<file path="src/fpt_pkg.sv">
// ----------------------------------------------------------------------------
// fpt_pkg
// Shared types and constants of the four-level page table mapper: command
// and result beats, pool status flags, codes and entry bit positions.
// ----------------------------------------------------------------------------
package fpt_pkg;

    localparam int POOL_FRAMES_DEF = 64;
    localparam int TABLE_ENTRIES   = 512;
    localparam int ENTRY_IDX_W     = 9;
    localparam int PAGE_SHIFT      = 12;
    localparam int PA_W            = 52;
    localparam int VA_W            = 48;
    localparam int PFN_W           = PA_W - PAGE_SHIFT;
    localparam int ENTRY_W         = 64;
    localparam int FLAGS_W         = 12;
    localparam int POOL_CFG_W      = 7;
    localparam int CFG_IDX_W       = 2;
    localparam int CFG_DATA_W      = PA_W;

    localparam logic [0:0] OP_ALLOC = 1'b0;
    localparam logic [0:0] OP_MAP   = 1'b1;

    localparam logic [1:0] ST_DONE     = 2'd0;
    localparam logic [1:0] ST_NO_FRAME = 2'd1;
    localparam logic [1:0] ST_OUTSIDE  = 2'd2;

    localparam logic [CFG_IDX_W-1:0] CFG_POOL_BASE   = 2'd0;
    localparam logic [CFG_IDX_W-1:0] CFG_POOL_FRAMES = 2'd1;

    localparam int ENTRY_P_BIT = 0;
    localparam logic [ENTRY_W-1:0] ENTRY_P  = 64'h1;
    localparam logic [ENTRY_W-1:0] ENTRY_RW = 64'h2;

    typedef struct packed {
        logic [0:0]         opcode;
        logic [PA_W-1:0]    root_table;
        logic [VA_W-1:0]    virt_page;
        logic [PA_W-1:0]    phys_page;
        logic [FLAGS_W-1:0] entry_flags;
    } cmd_t;

    typedef struct packed {
        logic [1:0]         status;
        logic [PA_W-1:0]    frame_addr;
        logic [ENTRY_W-1:0] leaf_entry;
        logic [1:0]         tables_made;
    } result_t;

    typedef struct packed {
        logic empty;
        logic hit;
    } pool_flags_t;

endpackage

</file>
<file path="src/fpt_frame_pool.sv">
// ----------------------------------------------------------------------------
// fpt_frame_pool
// Frame pool bookkeeping: pool base, active frame count and allocation
// cursor, plus address-to-frame lookup and next-frame address.
// ----------------------------------------------------------------------------
module fpt_frame_pool #(
    parameter int POOL_FRAMES = fpt_pkg::POOL_FRAMES_DEF
) (
    input  logic                               clk,
    input  logic                               rst_n,
    input  logic                               cfg_wr,
    input  logic [fpt_pkg::CFG_IDX_W-1:0]      cfg_index,
    input  logic [fpt_pkg::CFG_DATA_W-1:0]     cfg_data,
    input  logic                               take,
    input  logic [fpt_pkg::PA_W-1:0]           query_addr,
    output logic [$clog2(POOL_FRAMES)-1:0]     query_idx,
    output logic [$clog2(POOL_FRAMES)-1:0]     next_frame,
    output logic [fpt_pkg::PA_W-1:0]           next_addr,
    output fpt_pkg::pool_flags_t               flags
);

    localparam int FW = $clog2(POOL_FRAMES);
    localparam int CW = $clog2(POOL_FRAMES + 1);

    // Frames are only released all at once, so the lowest free frame is
    // always the allocation cursor; free count is active minus cursor.
    logic [fpt_pkg::PFN_W-1:0] base_reg;
    logic [CW-1:0]             active_reg;
    logic [CW-1:0]             next_reg;
    logic [CW-1:0]             active_new;
    logic [fpt_pkg::PFN_W-1:0] diff;

    always_comb
    begin
        if (32'(cfg_data[fpt_pkg::POOL_CFG_W-1:0]) > POOL_FRAMES)
        begin
            active_new = CW'(POOL_FRAMES);
        end
        else
        begin
            active_new = CW'(cfg_data[fpt_pkg::POOL_CFG_W-1:0]);
        end
    end

    always_ff @(posedge clk or negedge rst_n)
    begin
        if (!rst_n)
        begin
            base_reg   <= '0;
            active_reg <= '0;
            next_reg   <= '0;
        end
        else if (cfg_wr)
        begin
            case (cfg_index)
                fpt_pkg::CFG_POOL_BASE:
                begin
                    base_reg <= cfg_data[fpt_pkg::PA_W-1:fpt_pkg::PAGE_SHIFT];
                end
                fpt_pkg::CFG_POOL_FRAMES:
                begin
                    active_reg <= active_new;
                    next_reg   <= '0;
                end
                default:
                begin
                end
            endcase
        end
        else if (take)
        begin
            next_reg <= CW'(next_reg + 1'b1);
        end
    end

    assign diff       = query_addr[fpt_pkg::PA_W-1:fpt_pkg::PAGE_SHIFT] - base_reg;
    assign query_idx  = diff[FW-1:0];
    assign next_frame = next_reg[FW-1:0];
    assign next_addr  = {base_reg + fpt_pkg::PFN_W'(next_reg),
                         fpt_pkg::PAGE_SHIFT'(0)};
    assign flags.hit   = diff < fpt_pkg::PFN_W'(active_reg);
    assign flags.empty = next_reg == active_reg;

endmodule

</file>
<file path="config.mk">
export PLATFORM = sky130hd
export DESIGN_NAME = fpt_frame_pool
export DESIGN_NICKNAME = d
export VERILOG_FILES = /design/src/fpt_pkg.sv /design/src/fpt_frame_pool.sv
export SDC_FILE = /design/constraint.sdc
export NUM_CORES = 1
export LEC_CHECK = 0
export BUFFER_PORTS_ARGS = -buffer_cell sky130_fd_sc_hd__buf_2
export CAP_MARGIN = 40
export CORE_ASPECT_RATIO = 1.1
export CORE_UTILIZATION = 25
export CTS_BUF_LIST = sky130_fd_sc_hd__clkbuf_4 sky130_fd_sc_hd__clkbuf_8 sky130_fd_sc_hd__clkbuf_16
export CTS_CLUSTER_SIZE = 20
export DETAILED_ROUTE_END_ITERATION = 6
export PLACE_DENSITY = 0.53
export SYNTH_ARGS = -nofsm -noshare
export SYNTH_HDL_FRONTEND = slang
export SYNTH_SLANG_ARGS = --single-unit
</file>
<file path="constraint.sdc">
create_clock -name clk -period 3.9 [get_ports clk]
set_input_delay 0 -clock clk [delete_from_list [all_inputs] [get_ports clk]]
set_output_delay 0 -clock clk [all_outputs]
set_load 0.01 [all_outputs]
</file>
==> summary.txt, run 1 <==
Logic synthesis
  • Syn. warnings: 0
  • Post-synth EDFFs: 0
  • Cells after Synth: 769
  • Register area share after synthesis: 0.228
  • Primary FF master, synth: dfrtp_1
  • Mux cell area share after synthesis: 0.0205
  • Adder-cell share of the synthesized area: 0.119
  • Post-synthesis cell type count: between 70 and 80
  • #FFs+latches synth: 54
  • Avg Cell Area, Syn: 7.69 um2
  • Post-synth design cell area: 0.00592 mm2
  • Ys async rst share: 1.00
  • Compound-Gate Fraction of Synth Area: 0.218
  • Post-Synth Simple-Gate Area: 0.228
  • Largest family of logic cells by synthesized area: simple AND/OR/NAND/NOR gates
  • Post-Synth XOR/XNOR Area: 0.0977

Setup path
  • Crit. End Element: primary output
  • CP max stage delay: 0.39 ns
  • WP data arrival: 4.02 ns
  • Peak fanout along the critical path: 2
  • Worst setup SP type: register
  • Crit path cell chain: ha_2, fa_2, nand2b_4, nand2b_1, a21oi_1, xnor2_1, ha_1, a21o_1, a221oi_2, o2111a_1, o2111ai_1, and4bb_1, and4_1, nand4_1, nor4b_2, nand4_1, nor4_2, buf_4, buf_6
  • CP most frequent cell: nand4_1
  • Crit-path leading delay family: simple AND/OR/NAND/NOR gates
  • CP Class: reg2out
  • Worst path bufs/invs: 2
  • Critical Path RT: 3.90 ns
  • Worst path slowest cell: dfrtp_1

Power
  • Pwr/cell area: 389 mW/mm2
  • Maximum vdd drop: 0.171 mV
  • Pleak: 3.42 nW

GRT
  • M1 GR Usage: 0.224
  • Vias in the first global route: between 5000 and 6000
  • Met2 GRT Util: 0.266
  • First-pass GRT wire length: 30.9 mm
  • GR Util met3: 0.0271
  • Initial antenna violation count: 0
  • Largest net degree at the start of global routing: 79
  • Overall Global Routing Usage: 0.164
  • Most Crowded Layer GR: met2
  • Grt ovf: 0

Detailed routing
  • Wire per inst: about 15 um
  • Total number of vias: between 6000 and 7000
  • Total detailed-routing wirelength: 19.4 mm
  • # DRC: 0
  • ANT nets after route: 0
  • Drt initial violations: 384
  • Pre-Repair DR Iteration Count: 4
  • Post-DR vias/cell: 4.76

Finish
  • Layout net count: 1125
  • Largest register FFs: 40
  • Share of cells above drive strength 1: 0.225
  • Fin util: 0.333
  • Ant. Diodes: 0
  • Fin area: 0.00768 mm2
  • Area Growth Syn to Fin: 29.9%

STA
  • RSZ-0062 raised after global routing: true
  • Slew HR: 0.503
  • Max Clk Rate: 249 MHz
  • Final Cycle Share: 1.03
  • Setup Skew: 0.00189 ns
  • Final setup viols: 1
  • Post-route minimum period: 4.02 ns
  • Final max-slew violation count: 0
  • Final worst setup slack: -0.123 ns
  • Final hold viol count: 0
  • Worst-margin pin slew: 0.746 ns

Clock network
  • Inserted Clock Buffers: 5
  • CTS tree: done
  • CTS clock-pin slew for the worst setup and hold paths: 0.09 ns
  • Clk root buf: clkbuf_16
  • Clock Path Buffers: 2
  • Clock sinks: 54
  • Htree depth: 2
  • Clock Latency Late Sink: 0.32 ns

Floorplan
  • I/O pins: 176
  • Die W: 149 um
  • Die footprint: 0.0243 mm2
  • Initial Util: 0.256
  • Die height: between 150 and 200 um
  • Core box area: approximately 0.023 mm2
  • # rows: slightly below 60

Place
  • Placed cell areas: 0.00694 mm2
  • Hpwl dp: 15.7 mm
  • Gpl congestion: 0.927
  • Port bufs: 146

Status
  • Status: finished, violations left
  • Failing checks: setup timing

Worst hold path
  • Hold Crit Class: in2reg

Flow run
  • Max capacitance violation total: 0
[placed cells by master (no fill, tap or decap), drive strengths merged, types with 12 or more instances in the layout]
cell,instances
ha,53
nand2,110
nor2,36
conb,12
dfrtp,54
a21oi,61
dlygate4sd3,50
o21ai,80
buf,170
nand3,23
nand2b,12
inv,63
xnor2,56
nand4,23
[Yosys cell counts (8+ instances only)]
| master | count | area, um2 |
|---|---|---|
| a21o_1 | 9 | 67.6 |
| o21a_1 | 9 | 67.6 |
| ha_1 | 53 | 663 |
| a21oi_1 | 57 | 285 |
| o211ai_1 | 9 | 67.6 |
| nor3_1 | 11 | 55.1 |
| buf_2 | 10 | 50.1 |
| nand2_1 | 110 | 413 |
| clkbuf_1 | 15 | 56.3 |
| nor4_1 | 8 | 50.1 |
| dfrtp_1 | 54 | 1350 |
| nor2_1 | 35 | 131 |
| inv_1 | 61 | 229 |
| xnor2_1 | 56 | 490 |
| nand3_1 | 23 | 115 |
| xor2_1 | 10 | 87.6 |
| nand4_1 | 23 | 144 |
| o21ai_0 | 69 | 345 |
| o21ai_1 | 10 | 50.1 |
| nand2b_1 | 12 | 75.1 |
| buf_4 | 20 | 150 |
[cell type report]
cell class | count | area (um2)
inverter | 62 | 233
clock inverter | 3 | 28.8
clock buffer | 5 | 125
timing repair buffer | 220 | 1420
sequential | 54 | 1350
multi-input combinational | 617 | 4150
fill | 2485 | 15400
tap | 300 | 375
[worst register-to-register path, cell delays in order, from the launching register on]
cell and delay (ns):
dfrtp_1 0.49, ha_1 0.23, nand4_1 0.19, o211ai_1 0.24
o31ai_1 0.10
[metal layers]
metal	wire [um]	vias up
li1	-	3054
met1	9290	2767
met2	8790	170
met3	1040	12
met4	308	0
met5	0	-
[worst paths after layout]
path / end / cells past startpoint / slack [ns] / from
worst max-delay path: flags[0] / 19 / -0.12 / base_reg[0]
worst min-delay path: next_reg[0] / 3 / 0.05 / take
worst max register to register: next_reg[6] / 4 / 2.54 / next_reg[0]
worst min register to register: active_reg[0] / 2 / 0.55 / active_reg[0]
max in group asynchronous: base_reg[27] / 3 / 2.80 / rst_n
min in group asynchronous: next_reg[6] / 2 / 0.22 / rst_n
[cell families (layout without fill, tap and decap cells)]
group | Yosys count | after routing
buffers and inverters | 109 | 290
flip-flops | 54 | 54
XOR/XNOR | 66 | 66
adder cells (fa/ha/maj) | 55 | 55
AO/OA/AOI/OAI | 209 | 209
other | 1 | 12
multiplexers | 11 | 11
AND/OR/NAND/NOR | 264 | 264
[what timing repair did]
action | 4_1_cts | 5_1_grt
hold endpoints to repair | 75 | 0
pin swaps | 7 | 0
hold buffers | 50 | 0
endpoints found under the setup margin | 1 | 5
setup buffers | 3 | 0
gates resized for setup | 9 | 4
[stage by stage]
stage	setup TNS (ns)	power (mW)	std cells	worst slack [ns]	hold slack, ns
final	-0.123	2.99	1261	-0.123	0.0525
after global routing	-0.410	3.24	1261	-0.410	0.0550
after CTS	-0.204	3.01	1261	-0.204	0.0412
after detailed placement	-0.134	2.41	1200	-0.134	0.0653
after global placement	-0.0847	2.41	1200	-0.0847	0.0710
after floorplan	0	1.90	780	0.294	-0.296
[power by group]
group	internal (mW)	total, mW	switching (mW)
sequential	0.647	0.732	0.0848
clock	0.247	0.512	0.265
combinational	0.761	1.75	0.985
(Power assumes the default switching activity.)
==> run 2: changes to the inputs <==
- BUFFER_PORTS_ARGS: -buffer_cell sky130_fd_sc_hd__buf_2 -> default
- DONT_BUFFER_PORTS: default -> 1
- PLACE_DENSITY: 0.53 -> 0.46
==> run 2 against run 1 <==
  * The flow finishes with violations (DRC, setup timing)
  * Final area down 6.3%
  * Fmax rose by 0.34%
  * Count of clock-buffer cells in the layout unchanged
  * Combinational power shrank 3%
  * Sequential power grew 0.5%
  * Routed wire length increased by 1.2%
==> summary.txt, run 2 (synthesized netlist as in run 1, its figures left out) <==
STA
  • Worst-margin pin slew: 0.752 ns (+0.00654 ns)
  • Final hold viol count: 0 (unchanged)
  • Max Clk Rate: 249 MHz (+0.34%)
  • Final max-slew violation count: 0 (unchanged)
  • Post-route minimum period: 4.01 ns (-0.0137 ns)
  • Final worst setup slack: -0.109 ns (+0.0137 ns)
  • RSZ-0062 raised after global routing: true
  • Final setup viols: 1 (unchanged)
  • Slew HR: 0.498 (-0.00436)
  • Final Cycle Share: 1.03 (-0.00352)
  • Setup Skew: 0.000638 ns (-0.00125 ns)
  • Hold Worst Slack: 0.0816 ns (+0.0291 ns)

Clock network
  • Inserted Clock Buffers: 5 (unchanged)
  • Clock sinks: 54 (unchanged)
  • CTS tree: done
  • CTS clock-pin slew for the worst setup and hold paths: 0.09 ns (about the same)
  • Clock Latency Late Sink: 0.31 ns (about the same)
  • Clk root buf: clkbuf_16
  • Htree depth: 2 (unchanged)
  • Clock Path Buffers: 2 (unchanged)

Floorplan
  • Initial Util: 0.256 (unchanged)
  • Die footprint: 0.0243 mm2 (unchanged)
  • Core box area: 0.0231 mm2 (unchanged)
  • # rows: 58 (unchanged)
  • I/O pins: 176 (unchanged)
  • Die height: 163 um (unchanged)
  • Die W: 149 um (unchanged)

Finish
  • Largest register FFs: 40 (unchanged)
  • Area Growth Syn to Fin: 21.6%
  • Non-filler cells, final: 1141 (-9.5%)
  • # fillers: 2527 (+1.7%)
  • Layout net count: 1005 (-11%)
  • Most frequent cells in the layout: 110 x nand2_1, 69 x o21ai_0, 58 x inv_1
  • Share of cells above drive strength 1: 0.113 (-0.112)
  • Ant. Diodes: 0 (unchanged)
  • Commonest non-fill, non-tap cell in the layout: nand2_1

Status
  • Failing checks: DRC, setup timing
  • Status: finished, violations left

Setup path
  • Worst setup startpoint: base_reg[0]
  • Crit. End Element: primary output
  • Worst setup SP type: register
  • CP Class: reg2out
  • Worst r2r src: next_reg[0]
  • Critical Path RT: 3.90 ns (about the same)
  • Peak fanout along the critical path: 2 (unchanged)
  • WP data arrival: 4.01 ns (about the same)

Power
  • Pwr/cell area: 408 mW/mm2 (+4.8%)
  • Switch share: 0.449 (+0.00273)
  • Pleak: 2.95 nW (-14%)
  • Internal power: 1.62 mW (-2.3%)
  • Sequential share of power: 0.251 (+0.006)
  • Maximum vdd drop: 0.200 mV (+17%)
  • Combinational fraction of design power: 0.576 (-0.008)
  • Clock network fraction of total power: 0.173 (+0.002)
  • Net Switching: 1.32 mW (-1.3%)

GRT
  • Initial antenna violation count: 1 (+1)
  • Largest net degree at the start of global routing: 79 (unchanged)
  • Overall Global Routing Usage: 0.165 (+0.00102)
  • Vias in the first global route: 5546 (-5.0%)
  • Grt ovf: 0 (unchanged)
  • First-pass GRT wire length: 31.0 mm (+0.34%)

Detailed routing
  • Total detailed-routing wirelength: 19.7 mm (+1.2%)
  • Pre-Repair DR Iteration Count: 7 (+3)
  • # DRC: 2 (+2)
  • ANT nets after route: 0 (unchanged)
  • Total number of vias: 5565 (-7.3%)
  • Drt initial violations: 236 (-39%)
  • Wire per inst: 17.2 um (+12%)
  • Post-DR vias/cell: 4.88 (+2.5%)

Worst hold path
  • Hold_sp: take
  • Hold Crit Class: in2reg

Place
  • Gpl congestion: 0.816 (-12%)
  • Placed Instances: 1070 (-11%)
  • Placement Setup Slack: -0.113 ns (+0.0213 ns)
  • Hpwl dp: 16.0 mm (+1.8%)
  • Port bufs: 0 (-100%)

Flow run
  • Max capacitance violation total: 0 (unchanged)
[run 2: power groups by stage]
| stage | sequential, mW | clock, mW | combinational [mW] |
|---|---|---|---|
| 6_report | 0.736 | 0.509 | 1.69 |
| 3_5_place_dp | 0.749 | 0 | 1.57 |
| 2_1_floorplan | 0.727 | 0 | 1.17 |
| 5_1_grt | 0.749 | 0.547 | 1.89 |
| 3_3_place_gp | 0.745 | 0 | 1.58 |
| 4_1_cts | 0.737 | 0.525 | 1.69 |
[run 2: final cells by class]
cell class	count	area (um2)	area share
Clock buffer	5	125	0.0174
Inverter	62	233	0.0323
Clock inverter	3	28.8	0.00400
Sequential cell	54	1350	0.188
Tap cell	300	375	0.0522
Multi-Input combinational cell	617	4170	0.580
Timing Repair Buffer	100	912	0.127
[run 2: path summary, 6_finish.rpt]
path                                 endpoint  slack [ns]  cells after the start
worst max-delay path                 flags[0]       -0.11                     19
worst min-delay path              next_reg[6]        0.08                      3
worst max register to register    next_reg[1]        2.28                      5
worst min register to register  active_reg[3]        0.57                      2
max in group asynchronous        base_reg[26]        3.43                      2
min in group asynchronous         next_reg[4]        0.21                      2
[run 2: repair_timing]
item                                   CTS  global route
endpoints found under the hold margin  104             0
resized for setup                       11             5
setup endpoints to repair                1             4
hold buffers                            56             0
buffers inserted                         7             0
pin swaps                                9             1
[run 2: critical path: stages (launching register included)]
cell and delay, ns:
dfrtp_1 0.39, ha_1 0.21, fa_2 0.36, nand2b_4 0.16
nand2b_1 0.06, a21oi_1 0.07, xnor2_1 0.14, ha_1 0.19
a21o_1 0.18, a221oi_2 0.26, o2111a_1 0.21, o2111ai_1 0.09
and4bb_1 0.24, and4_1 0.17, nand4_1 0.11, nor4b_2 0.27
nand4_1 0.17, nor4_2 0.18, buf_4 0.16, buf_6 0.09
[run 2: per-layer routing]
metal	routed length, um	part of all wire	vias up	track usage
met5	0	0	-	0
met4	155	0.0079	0	0.0276
met3	1140	0.058	9	0.0391
met2	8980	0.46	143	0.272
met1	9400	0.48	2597	0.220
li1	-	-	2816	-
[run 2: metrics by stage]
stage / TNS (ns) / util / area [um2] / power, mW
2_1_floorplan: 0 / - / 5960 / 1.90
3_3_place_gp: -0.0387 / 0.274 / 6330 / 2.32
3_5_place_dp: -0.113 / 0.274 / 6330 / 2.32
4_1_cts: -0.215 / 0.311 / 7180 / 2.95
5_1_grt: -0.419 / 0.312 / 7200 / 3.18
6_report: -0.109 / 0.312 / 7200 / 2.93
==> run 3: changes to the inputs <==
- CORE_UTILIZATION: 25 -> 66
- PLACE_DENSITY: 0.46 -> 0.9
- SLEW_MARGIN: default -> 0
==> run 3 against run 2 <==
  * The flow finishes with violations (setup timing)
  * Utilization rose by 48 points
  * Global-route usage rose by 24 points
  * Largest power group unchanged
  * Clock power fell by 29%
  * Count of clock-buffer cells in the layout did not move
  * First-iteration DRC count rose by 81%
  * Final area fell by 5.8%
  * Via count rose by 9.6%
  * Critical path depth fell by 1
  * Critical path type unchanged
  * Combinational power barely moved
==> summary.txt, run 3 (synthesized netlist as in run 1, its figures left out) <==
Detailed routing
  • Post-DR vias/cell: 6.57 (+35%)
  • Wire per inst: 20.6 um (+19%)
  • Total number of vias: 6101 (+9.6%)
  • Pre-Repair DR Iteration Count: 6 (-1)
  • Drt initial violations: 427 (+81%)
  • # DRC: 0 (-2)
  • ANT nets after route: 0 (unchanged)
  • Total detailed-routing wirelength: 19.1 mm (-3.0%)

STA
  • Final setup viols: 1 (unchanged)
  • Final hold viol count: 0 (unchanged)
  • Setup Skew: 0.00376 ns (+0.00312 ns)
  • Slew HR: 0.524 (+0.0256)
  • Worst-margin pin slew: 0.712 ns (-0.0405 ns)
  • Max Clk Rate: 240 MHz (-3.7%)
  • Post-route minimum period: 4.16 ns (+0.153 ns)
  • Hold Worst Slack: 0.0749 ns (-0.00673 ns)
  • RSZ-0062 raised after global routing: true
  • Final Cycle Share: 1.07 (+0.0393)
  • Final max-slew violation count: 0 (unchanged)
  • Final worst setup slack: -0.263 ns (-0.153 ns)

Setup path
  • Worst setup startpoint: base_reg[2]
  • Crit-path leading delay family: simple AND/OR/NAND/NOR gates
  • Peak fanout along the critical path: 4 (+2)
  • R2R Setup Slk: 2.33 ns (+0.05 ns)
  • Timing endpoint of the critical path: flags[0]
  • WP data arrival: 4.16 ns (+0.15 ns)
  • Worst setup SP type: register
  • Worst R2R Path Depth: 4 (-1)
  • Critical Path RT: 3.90 ns (about the same)
  • Crit. End Element: primary output
  • R2r endpoint: next_reg[1]
  • Worst path slowest cell: dfrtp_1
  • Worst path bufs/invs: 2 (unchanged)
  • Worst r2r src: next_reg[0]
  • Crit path cell chain: inv_2, ha_4, o211ai_4, a21oi_2, nor2_2, xnor2_2, ha_1, a21o_1, a221oi_2, o2111a_1, o2111ai_1, and4bb_1, and4_1, nand4_1, nor4b_2, nand4_1, nor4_2, buf_4
  • CP max stage delay: 0.43 ns (+0.04 ns)
  • CP Class: reg2out
  • Worst path depth: 18 (-1)
  • CP most frequent cell: nand4_1

Clock network
  • Clock Path Buffers: 2 (unchanged)
  • CTS tree: done
  • Clock sinks: 54 (unchanged)
  • Htree depth: 2 (unchanged)
  • Inserted Clock Buffers: 5 (unchanged)
  • Clk root buf: clkbuf_8
  • Clock Latency Late Sink: 0.33 ns (+0.02 ns)
  • CTS clock-pin slew for the worst setup and hold paths: 0.12 ns (+0.03 ns)

Finish
  • Commonest non-fill, non-tap cell in the layout: nand2_1
  • Most frequent cells in the layout: 110 x nand2_1, 69 x o21ai_0, 59 x inv_1
  • Share of cells above drive strength 1: 0.0930 (-0.0199)
  • Non-filler cells, final: 928 (-19%)
  • Largest register FFs: 40 (unchanged)
  • # fillers: 571 (-77%)
  • Area Growth Syn to Fin: 14.6%
  • Layout net count: 981 (-2.4%)
  • Ant. Diodes: 0 (unchanged)

Power
  • Maximum vdd drop: 0.256 mV (+28%)
  • Pleak: 2.81 nW (-4.8%)
  • Total power: 2.80 mW (-4.7%)
  • Pwr/cell area: 413 mW/mm2 (+1.2%)

Place
  • Port bufs: 0 (unchanged)
  • Gpl congestion: 0.945 (+16%)
  • Placed Instances: 856 (-20%)
  • Hpwl dp: 12.9 mm (-19%)

GRT
  • Grt ovf: 0 (unchanged)
  • Initial antenna violation count: 0 (-1)
  • First-pass GRT wire length: 29.8 mm (-4.0%)
  • Largest net degree at the start of global routing: 55 (-30%)
  • Vias in the first global route: 6171 (+11%)
  • Overall Global Routing Usage: 0.404 (+0.239)

Floorplan
  • Die footprint: 0.00935 mm2 (-62%)
  • Core box area: 0.00854 mm2 (-63%)
  • Initial Util: 0.693 (+0.436)
  • Die W: 92.3 um (-38%)
  • I/O pins: 176 (unchanged)
  • # rows: 35 (-40%)
  • Die height: 101 um (-38%)

Status
  • Failing checks: setup timing
  • Status: finished, violations left

Flow run
  • Max capacitance violation total: 0 (unchanged)

Worst hold path
  • Hold Crit Class: in2reg
-- run 3: cell types whose count changed in the layout (fill, tap and decap cells not counted), moves of 2 or more --
cell           delta
buf_4            -26
dfrtp_1           -2
ha_1              -2
clkbuf_8          +5
clkbuf_16         -5
dfrtp_2           +2
dlygate4sd3_1     +3
-- run 3: how the worst min path moves through the flow --
stage | start | depth (start not counted) | end | slack (ns)
after CTS | take | 3 | next_reg[5] | 0.08
after detailed placement | rst_n | 0 | base_reg[9] | -0.29
after global routing | take | 3 | next_reg[5] | 0.10
final | take | 3 | next_reg[5] | 0.07
after global placement | rst_n | 0 | base_reg[10] | -0.29
after floorplan | rst_n | 0 | active_reg[0] | -0.30
-- run 3: report_power, final --
group          total, mW  switching [mW]  internal, mW  leakage, nW
Clock              0.359           0.225         0.134       0.0502
Sequential         0.755           0.107         0.648        0.673
Combinational       1.68           0.999         0.685         2.09
-- run 3: worst register-to-register path, cell delays in order (launching register included) --
cell and delay [ns]:
dfrtp_2 0.50, ha_1 0.31, nand2_1 0.06, nand2_1 0.04, dlygate4sd3_1 0.55
-- run 3: per-stage QoR --
stage / setup TNS, ns / area (um2) / util / worst slack, ns
2_1_floorplan: 0 / 5960 / - / 0.294
3_3_place_gp: 0 / 5910 / 0.692 / 0.0637
3_5_place_dp: -0.0162 / 5910 / 0.692 / -0.0162
4_1_cts: -0.0956 / 6740 / 0.789 / -0.0956
5_1_grt: -0.519 / 6780 / 0.794 / -0.519
6_report: -0.263 / 6780 / 0.794 / -0.263
-- run 3: final cells by class --
cell class	instances	area (um2)	share of cell area
Tap cell	111	139	0.0205
Clock inverter	3	28.8	0.00424
Inverter	62	233	0.0343
Timing Repair Buffer	76	736	0.109
Sequential cell	54	1350	0.200
Clock buffer	5	68.8	0.0101
Multi-Input combinational cell	617	4220	0.623
-- run 3: what timing repair did --
action | in CTS | in global routing
pin swaps | 10 | 1
endpoints found under the setup margin | 4 | 5
gates resized for setup | 15 | 12
hold buffers | 59 | 0
endpoints found under the hold margin | 104 | 0
buffers inserted | 5 | 0
-- run 3: per-layer routing --
metal / wire [um] / track usage
met5: 0 / 0
met4: 1050 / 0.216
met3: 1710 / 0.0781
met2: 9300 / 0.718
met1: 7020 / 0.462
